**src/hw/rtl/multi_queue_linked_list_manager_top_assert.svh**
```systemverilog
// Assertion macros shared by the queue manager RTL.
`ifndef MULTI_QUEUE_LINKED_LIST_MANAGER_TOP_ASSERT_SVH
`define MULTI_QUEUE_LINKED_LIST_MANAGER_TOP_ASSERT_SVH

// Check that post holds in the same cycle as pre.
`define MQLLM_ASSERT_IMPLY(label, clk, rst, pre, post) \
   label: assert property (@(posedge clk) disable iff (rst) (pre) |-> (post)) \
      else $error("same-cycle check failed");

// Check that post holds in the cycle after pre.
`define MQLLM_ASSERT_NEXT(label, clk, rst, pre, post) \
   label: assert property (@(posedge clk) disable iff (rst) (pre) |=> (post)) \
      else $error("next-cycle check failed");

`endif

```
**src/hw/rtl/mqllm_pkg.sv**
```systemverilog
package mqllm_pkg;

   localparam int NUM_SLOTS  = 64;
   localparam int NUM_QUEUES = 16;

   localparam int TYPE_W  = 2;
   localparam int QUEUE_W = 4;
   localparam int SLOT_W  = 6;

   localparam int LINK_AW = $clog2(NUM_SLOTS);
   localparam int LINK_W  = SLOT_W + 1;
   localparam int STEP_W  = $clog2(NUM_SLOTS + 1);

   localparam int REQ_FIELDS_W = TYPE_W + QUEUE_W + SLOT_W;
   localparam int REQ_DATA_W   = ((REQ_FIELDS_W + 7) / 8) * 8;
   localparam int RSP_FIELDS_W = SLOT_W + 1;
   localparam int RSP_DATA_W   = ((RSP_FIELDS_W + 7) / 8) * 8;

   localparam logic [TYPE_W-1:0] REQ_ENQUEUE = 2'd0;
   localparam logic [TYPE_W-1:0] REQ_DEQUEUE = 2'd1;
   localparam logic [TYPE_W-1:0] REQ_REMOVE  = 2'd2;

   localparam logic STATUS_DONE = 1'b0;
   localparam logic STATUS_MISS = 1'b1;

   typedef struct packed {
      logic              valid;
      logic [SLOT_W-1:0] slot;
   } link_type;

   function automatic logic slot_ok(input logic [SLOT_W-1:0] s);
      return int'(s) < NUM_SLOTS;
   endfunction

   function automatic logic queue_ok(input logic [QUEUE_W-1:0] q);
      return int'(q) < NUM_QUEUES;
   endfunction

endpackage

```
**src/hw/rtl/mqllm_ram.sv**
```systemverilog
module mqllm_ram #(
   parameter int WIDTH = 8,
   parameter int DEPTH = 64,
   localparam int ADDR_W = $clog2(DEPTH)
) (
   input  logic              clock,
   input  logic              wr_en,
   input  logic [ADDR_W-1:0] wr_addr,
   input  logic [WIDTH-1:0]  wr_data,
   input  logic              rd_en,
   input  logic [ADDR_W-1:0] rd_addr,
   output logic [WIDTH-1:0]  rd_data
);

   logic [WIDTH-1:0] mem_ff [DEPTH];
   logic [WIDTH-1:0] rd_data_ff;

   always_ff @(posedge clock) begin
      if (wr_en) begin
         mem_ff[wr_addr] <= wr_data;
      end
      if (rd_en) begin
         rd_data_ff <= mem_ff[rd_addr];
      end
   end

   assign rd_data = rd_data_ff;

endmodule

```
**src/hw/rtl/multi_queue_linked_list_manager_top.sv**
```systemverilog
// Sequence: an enqueue goes from accept straight to DONE; a dequeue or remove walks the
// list in CHK at one link memory read per cycle, passes through CLR when a predecessor
// link is patched, and DONE loads the output register once it is free.
// Flow: one item at a time; the next item is taken once the result is registered, and
// a rsp stall holds the result in DONE and so holds back the next item.
// Reset: synchronous, active high; clears sequencer, head valid bits and output valid.
`include "multi_queue_linked_list_manager_top_assert.svh"

module multi_queue_linked_list_manager_top (
   input  logic                              clock,
   input  logic                              reset,
   input  logic                              req_tvalid,
   output logic                              req_tready,
   // fields from bit 0 up: req_type[1:0], queue_id[5:2], slot[11:6], zero pad
   input  logic [mqllm_pkg::REQ_DATA_W-1:0]  req_tdata,
   output logic                              rsp_tvalid,
   input  logic                              rsp_tready,
   // fields from bit 0 up: result_slot[5:0], status[6], zero pad
   output logic [mqllm_pkg::RSP_DATA_W-1:0]  rsp_tdata
);

   import mqllm_pkg::*;

   // Sequencer: IDLE takes an item, CHK walks one link per cycle,
   // CLR clears the unlinked slot when a predecessor was patched,
   // DONE hands the result to the output register.
   typedef enum logic [1:0] {S_IDLE, S_CHK, S_CLR, S_DONE} state_type;

   state_type state_ff, state_in;

   // Unpack the request item.
   logic [TYPE_W-1:0]  in_type;
   logic [QUEUE_W-1:0] in_queue;
   logic [SLOT_W-1:0]  in_slot;

   assign in_type  = req_tdata[TYPE_W-1:0];
   assign in_queue = req_tdata[TYPE_W +: QUEUE_W];
   assign in_slot  = req_tdata[TYPE_W + QUEUE_W +: SLOT_W];

   // Per-item working registers.
   logic [TYPE_W-1:0]  op_ff, op_in;
   logic [QUEUE_W-1:0] queue_ff, queue_in;
   logic [SLOT_W-1:0]  target_ff, target_in;
   logic [SLOT_W-1:0]  cur_ff, cur_in;
   logic [SLOT_W-1:0]  prev_ff, prev_in;
   logic               has_prev_ff, has_prev_in;
   logic [STEP_W-1:0]  steps_ff, steps_in;
   logic [SLOT_W-1:0]  res_slot_ff, res_slot_in;
   logic               res_status_ff, res_status_in;

   // Queue heads: small enough to live in flops, read at one address.
   logic [NUM_QUEUES-1:0] head_valid_ff, head_valid_in;
   logic [SLOT_W-1:0]     head_slot_ff [NUM_QUEUES];
   logic [SLOT_W-1:0]     head_slot_in [NUM_QUEUES];

   // Output register.
   logic              rsp_valid_ff, rsp_valid_in;
   logic [SLOT_W-1:0] rsp_slot_ff, rsp_slot_in;
   logic              rsp_status_ff, rsp_status_in;
   logic              rsp_free;

   // Link memory port.
   logic               ram_we;
   logic [LINK_AW-1:0] ram_waddr;
   link_type           ram_wdata;
   logic               ram_re;
   logic [LINK_AW-1:0] ram_raddr;
   link_type           ram_rdata;

   mqllm_ram #(
      .WIDTH (LINK_W),
      .DEPTH (NUM_SLOTS)
   ) u_link_ram (
      .clock   (clock),
      .wr_en   (ram_we),
      .wr_addr (ram_waddr),
      .wr_data (ram_wdata),
      .rd_en   (ram_re),
      .rd_addr (ram_raddr),
      .rd_data (ram_rdata)
   );

   assign rsp_free = !rsp_valid_ff || rsp_tready;

   always_comb begin
      link_type          link;
      logic              advance;
      logic              unlink;
      logic              head_v;
      logic [SLOT_W-1:0] head_s;

      link      = ram_rdata;
      advance   = 1'b0;
      unlink    = 1'b0;
      head_v    = 1'b0;
      head_s    = '0;

      state_in      = state_ff;
      op_in         = op_ff;
      queue_in      = queue_ff;
      target_in     = target_ff;
      cur_in        = cur_ff;
      prev_in       = prev_ff;
      has_prev_in   = has_prev_ff;
      steps_in      = steps_ff;
      res_slot_in   = res_slot_ff;
      res_status_in = res_status_ff;
      head_valid_in = head_valid_ff;
      head_slot_in  = head_slot_ff;

      // Drain the output register when the consumer takes the item.
      rsp_valid_in  = rsp_valid_ff && !rsp_tready;
      rsp_slot_in   = rsp_slot_ff;
      rsp_status_in = rsp_status_ff;

      ram_we    = 1'b0;
      ram_waddr = cur_ff[LINK_AW-1:0];
      ram_wdata = '0;
      ram_re    = 1'b0;
      ram_raddr = cur_ff[LINK_AW-1:0];

      req_tready = (state_ff == S_IDLE);

      unique case (state_ff)
         S_IDLE: begin
            if (req_tvalid) begin
               op_in         = in_type;
               queue_in      = in_queue;
               target_in     = in_slot;
               prev_in       = '0;
               has_prev_in   = 1'b0;
               steps_in      = '0;
               res_slot_in   = '0;
               res_status_in = STATUS_MISS;
               state_in      = S_DONE;
               if (queue_ok(in_queue)) begin
                  head_v = head_valid_ff[in_queue];
                  head_s = head_slot_ff[in_queue];
                  cur_in = head_s;
                  unique case (in_type)
                     REQ_ENQUEUE: begin
                        // Push at the head: the new slot points at the old head.
                        if (slot_ok(in_slot)) begin
                           ram_we                 = 1'b1;
                           ram_waddr              = in_slot[LINK_AW-1:0];
                           ram_wdata.valid        = head_v;
                           ram_wdata.slot         = head_s;
                           head_valid_in[in_queue] = 1'b1;
                           head_slot_in[in_queue]  = in_slot;
                           res_slot_in            = in_slot;
                           res_status_in          = STATUS_DONE;
                        end
                     end
                     REQ_DEQUEUE: begin
                        if (head_v && slot_ok(head_s)) begin
                           ram_re    = 1'b1;
                           ram_raddr = head_s[LINK_AW-1:0];
                           state_in  = S_CHK;
                        end
                     end
                     REQ_REMOVE: begin
                        if (slot_ok(in_slot) && head_v && slot_ok(head_s)) begin
                           ram_re    = 1'b1;
                           ram_raddr = head_s[LINK_AW-1:0];
                           state_in  = S_CHK;
                        end
                     end
                     default: begin
                        // Unknown request: answer a miss.
                     end
                  endcase
               end
            end
         end

         S_CHK: begin
            // ram_rdata holds the link of cur_ff.
            if (op_ff == REQ_DEQUEUE) begin
               advance = (int'(steps_ff) < NUM_SLOTS) && link.valid && slot_ok(link.slot);
               unlink  = !advance;
            end else begin
               if (int'(steps_ff) < NUM_SLOTS) begin
                  if (cur_ff == target_ff) begin
                     unlink = 1'b1;
                  end else begin
                     advance = link.valid && slot_ok(link.slot);
                  end
               end
            end

            if (advance) begin
               prev_in     = cur_ff;
               has_prev_in = 1'b1;
               cur_in      = link.slot;
               steps_in    = steps_ff + 1'b1;
               ram_re      = 1'b1;
               ram_raddr   = link.slot[LINK_AW-1:0];
            end else if (unlink) begin
               res_slot_in   = cur_ff;
               res_status_in = STATUS_DONE;
               if (has_prev_ff) begin
                  // Patch the predecessor now, clear cur next cycle.
                  ram_we    = 1'b1;
                  ram_waddr = prev_ff[LINK_AW-1:0];
                  ram_wdata = link;
                  state_in  = S_CLR;
               end else begin
                  head_valid_in[queue_ff] = link.valid;
                  head_slot_in[queue_ff]  = link.slot;
                  ram_we                  = 1'b1;
                  ram_waddr               = cur_ff[LINK_AW-1:0];
                  ram_wdata               = '0;
                  state_in                = S_DONE;
               end
            end else begin
               // End of list or step limit: remove misses.
               state_in = S_DONE;
            end
         end

         S_CLR: begin
            ram_we    = 1'b1;
            ram_waddr = cur_ff[LINK_AW-1:0];
            ram_wdata = '0;
            state_in  = S_DONE;
         end

         S_DONE: begin
            // Hold the result until the output register is free.
            if (rsp_free) begin
               rsp_valid_in  = 1'b1;
               rsp_slot_in   = res_slot_ff;
               rsp_status_in = res_status_ff;
               state_in      = S_IDLE;
            end
         end

         default: begin
            state_in = S_IDLE;
         end
      endcase
   end

   always_ff @(posedge clock) begin
      if (reset) begin
         state_ff      <= S_IDLE;
         head_valid_ff <= '0;
         rsp_valid_ff  <= 1'b0;
      end else begin
         state_ff      <= state_in;
         head_valid_ff <= head_valid_in;
         rsp_valid_ff  <= rsp_valid_in;
      end
      op_ff         <= op_in;
      queue_ff      <= queue_in;
      target_ff     <= target_in;
      cur_ff        <= cur_in;
      prev_ff       <= prev_in;
      has_prev_ff   <= has_prev_in;
      steps_ff      <= steps_in;
      res_slot_ff   <= res_slot_in;
      res_status_ff <= res_status_in;
      head_slot_ff  <= head_slot_in;
      rsp_slot_ff   <= rsp_slot_in;
      rsp_status_ff <= rsp_status_in;
   end

   assign rsp_tvalid = rsp_valid_ff;
   assign rsp_tdata  = RSP_DATA_W'({rsp_status_ff, rsp_slot_ff});

   // The link memory never reads and writes in the same cycle.
   `MQLLM_ASSERT_IMPLY(a_ram_port_excl, clock, reset, ram_we, !ram_re)

   // The walk never runs past the pool size.
   `MQLLM_ASSERT_IMPLY(a_step_bound, clock, reset, state_ff == S_CHK,
                       int'(steps_ff) <= NUM_SLOTS)

   // A miss always reports slot zero.
   `MQLLM_ASSERT_IMPLY(a_miss_zero, clock, reset,
                       rsp_valid_ff && (rsp_status_ff == STATUS_MISS), rsp_slot_ff == '0)

   // An accepted item leaves the idle state.
   `MQLLM_ASSERT_NEXT(a_accept_busy, clock, reset, req_tvalid && req_tready,
                      state_ff != S_IDLE)

   // A finished item lands in the output register.
   `MQLLM_ASSERT_NEXT(a_done_delivers, clock, reset, (state_ff == S_DONE) && rsp_free,
                      rsp_valid_ff && (state_ff == S_IDLE))

endmodule
```
**config.mk**
```make
export PLATFORM = sky130hd
export DESIGN_NAME = multi_queue_linked_list_manager_top
export DESIGN_NICKNAME = d
export VERILOG_FILES = /design/src/hw/rtl/mqllm_pkg.sv /design/src/hw/rtl/mqllm_ram.sv /design/src/hw/rtl/multi_queue_linked_list_manager_top.sv
export VERILOG_INCLUDE_DIRS = /design/src /design/src/hw/rtl
export SDC_FILE = /design/constraint.sdc
export NUM_CORES = 1
export LEC_CHECK = 0
export BUFFER_PORTS_ARGS = -buffer_cell sky130_fd_sc_hd__buf_2
export CELL_PAD_IN_SITES_DETAIL_PLACEMENT = 1
export CELL_PAD_IN_SITES_GLOBAL_PLACEMENT = 2
export CORE_UTILIZATION = 47
export DETAILED_ROUTE_END_ITERATION = 8
export GPL_TIMING_DRIVEN = 0
export HOLD_SLACK_MARGIN = 0.06
export PLACE_DENSITY_LB_ADDON = 0.08
export SETUP_SLACK_MARGIN = 0.05
export SLEW_MARGIN = 15
export SYNTH_ARGS = -nofsm -noshare
export SYNTH_HDL_FRONTEND = slang
export SYNTH_SLANG_ARGS = --single-unit
export TNS_END_PERCENT = 20
```
**constraint.sdc**
```tcl
create_clock -name clock -period 7.9 [get_ports clock]
set_input_delay 1.58 -clock clock [delete_from_list [all_inputs] [get_ports clock]]
set_output_delay 1.58 -clock clock [all_outputs]
set_load 0.01 [all_outputs]
```
==> metrics <==
buffers from clock root to sink, at most 3; area of the core 55500 sq um; min-delay worst type flip-flop to flip-flop; postcts setup bufs 0; Final Critical Period 6.04 ns; Layout Cell Area excl Fill 30100 sq um; family of cells with the greatest summed delay on the critical path buffers and inverters; Port Buffer Count 22; final worst clock skew 0.0266 ns; post-detailed-routing wire length 80.4 mm; proportion of synthesized flip-flops having asynchronous set or reset 0%; total design power 12100 uW; Core Rows 86; effective utilization at floorplan 48.0%; CP max-delay cell a221oi_1; drt drc 0; signed area change from the synthesized netlist to the final layout 12.8%; warnings from Yosys 0; die width 240 microns; TritonCTS clock tree done; H-tree depth reported by CTS 3; total buffers and inverters traversed by the critical path 6; most heavily used metal layer in global routing met2; Most used DFF post-synth edfxtp_1; worst slew margin relative to its limit 30.1%; pin count of the biggest net entering global routing 65; violation count after the first detailed-routing iteration 1476; startpoint-to-endpoint class of the critical path input port to flip-flop; placer's final routability congestion estimate 0.894; initial antenna violation count 2; number of flops mapped to enable cells by yosys 597; net count of the finished layout 1929; Vias 16600; clock edge transition at the registers on the reported setup and hold paths 0.06 ns; per-cell via count in the routed design 6.14; hold buffer count at cts 0; slew at the pin closest to its max-slew limit 1.05 ns; Die H 240 microns; flops & latches, synth 616; Arrival @ worst endpoint 6.40 ns; Final Setup Violations 0; global router's overall resource usage 28.5%; setup TNS 0 ns; overall die area 57700 sq um; # resized after CTS 0; outcome finished, final reports clean; Highest Clock Rate 166 MHz; RSZ-0062 raised after global routing no; GRT met1 Usage 37.2%; antenna cell count 0; Max Transition Viols Final 0; proportion of synthesized chip area in sequential cells 68.7%; peak ir drop on the vdd network 0.234 mV; Core Util, Final 54.2%; wire length of the first global-routing pass 117 mm; element type at the critical path start input port; leakage power total 0.0103 uW; nets in the synthesized netlist 1825; cell-by-cell listing of the critical path buf_2 -> buf_2 -> buf_2 -> buf_4 -> mux4_2 -> a22o_1 -> nor2_1 -> a211oi_2 -> nor3_1 -> buf_4 -> buf_4 -> mux2i_1 -> mux2i_1 -> a221oi_1 -> o21ai_1 -> and4_1; Final ANT Viol Nets 0; Routed WL per cell 29.8 microns; leftover overflow at the end of global routing 0; count of mapped cells out of synthesis 1799; post-synth cell types 75; fraction of final layout cells sized beyond drive strength 1 12.5%; Synth Cell Area 26700 sq um; total half-perimeter wirelength after legalization and detailed placement 55.7 mm; Final period util 76.4%; top-level port count 30; Avg Cell Area, Syn 14.8 sq um; Cell Area, Placed 28100 sq um; maximum capacitance violations 0; Num CTS Buffers 67; critical path capture point type flip-flop; count of final hold-check violations 0; Clock Sink Count 616; power per unit of standard cell area 402 nW/um^2; CTS Root Cell clkbuf_16; GRT met2 Usage 47.4%; delay of the slowest cell on the worst path 0.91 ns; total iterations of the first detailed-routing run 5; GRT met3 Usage 4.59%; vias in the first global route 17200; CP Max Fanout 10; worst endpoint required time 8.26 ns; clock latency on the worst-skew pair 0.62 ns
[power by group]
part | switching [uW] | internal (uW) | leakage [uW]
sequential | 102 | 3940 | 0.00554
combinational | 3460 | 1680 | 0.00382
clock | 1270 | 1650 | 0.000959
[worst paths after layout]
| path | startpoint | endpoint | slack (ns) | depth (start not counted) |
|---|---|---|---|---|
| max | req_tdata[3] | u_link_ram.rd_data[2] | 1.86 | 16 |
| min | res_slot_ff[5] | rsp_slot_ff[5] | 0.42 | 0 |
| max reg2reg | cur_ff[4] | u_link_ram.mem_ff[25][1] | 2.80 | 12 |
| min reg2reg | res_slot_ff[5] | rsp_slot_ff[5] | 0.42 | 0 |
[synthesized netlist by cell type (all sizes together) (7+ instances only)]
master	count	share of area, %
o211ai	10	0.28
mux2i	266	10
and2	7	0.16
mux4	26	2.2
a22o	7	0.23
mux2	11	0.46
a32oi	8	0.26
a21oi	38	0.73
a221oi	25	0.91
o22ai	118	2.8
a21o	7	0.23
o21ai	36	0.68
nand3	39	0.73
nor2	157	2.3
nor3	11	0.21
inv	18	0.25
clkbuf	52	0.73
edfxtp	597	67
a221o	29	1.1
nor2b	14	0.33
a31oi	14	0.33
xor2	10	0.33
dfxtp	19	1.4
buf	62	1.7
nand2	146	2.1
[cells in the final DEF, fill, tap and decap left out, types with 19 or more instances in the layout]
master       n
edfxtp_1   597
mux2i_1    265
nor2_1     152
nand2_1    145
o22ai_1    115
clkbuf_1    76
clkbuf_16   69
buf_2       47
nand3_1     39
a21oi_1     37
a221o_1     29
mux4_2      26
o21ai_1     22
buf_4       21
a221oi_1    21
dfxtp_1     19
[registers in the layout, summed over array words and instances (netlist names), 2 cells and up]
| name | cells |
|---|---|
| rsp_slot_ff | 6 |
| state_ff | 2 |
| steps_ff | 7 |
| u_link_ram.mem_ff | 448 |
| op_ff | 2 |
| u_link_ram.rd_data | 7 |
| head_slot_ff | 96 |
| queue_ff | 4 |
| target_ff | 6 |
| head_valid_ff | 16 |
| cur_ff | 6 |
| res_slot_ff | 6 |
| prev_ff | 6 |
[final cells by class]
class | instances | area (sq um)
clock inverters | 23 | 174
well taps | 748 | 936
clock buffers | 93 | 1820
fillers | 5374 | 25500
plain buffers | 114 | 648
inverters | 19 | 71.3
multi-input cells | 1050 | 7720
repair buffers | 35 | 393
flip-flops and latches | 616 | 18300
[kinds of logic after synthesis]
family,after synthesis,synth area share [%]
buffers and inverters,133,2.70
multiplexers,303,12.7
adder cells (fa/ha/maj),6,0.282
AND/OR/NAND/NOR,409,6.86
AO/OA/AOI/OAI,320,8.46
XOR/XNOR,11,0.361
flip-flops,616,68.7
other,1,0.0141
[per-stage QoR]
step	hold WS [ns]	instances	setup WS, ns
CTS	0.421	2695	1.90
finish	0.419	2698	1.86
floorplan	0.400	1799	1.94
global placement	0.404	2569	-3.01
global route	0.428	2698	1.81
detailed placement	0.408	2579	1.27
[worst reg2reg max path, delay by kind of cell (launching register included)]
kind | cells | cell delay [ns]
buffers and inverters | 2 | 0.68
AO/OA/AOI/OAI | 4 | 1.41
flip-flops | 1 | 0.32
XOR/XNOR | 1 | 0.16
AND/OR/NAND/NOR | 5 | 2.13
[per-layer routing]
layer,vias up,share of wire (%)
li1,7280,-
met1,8515,41
met2,607,49
met3,167,5.9
met4,2,4.1
met5,-,0.016
No activity file was read; power rests on OpenSTA's default activity.
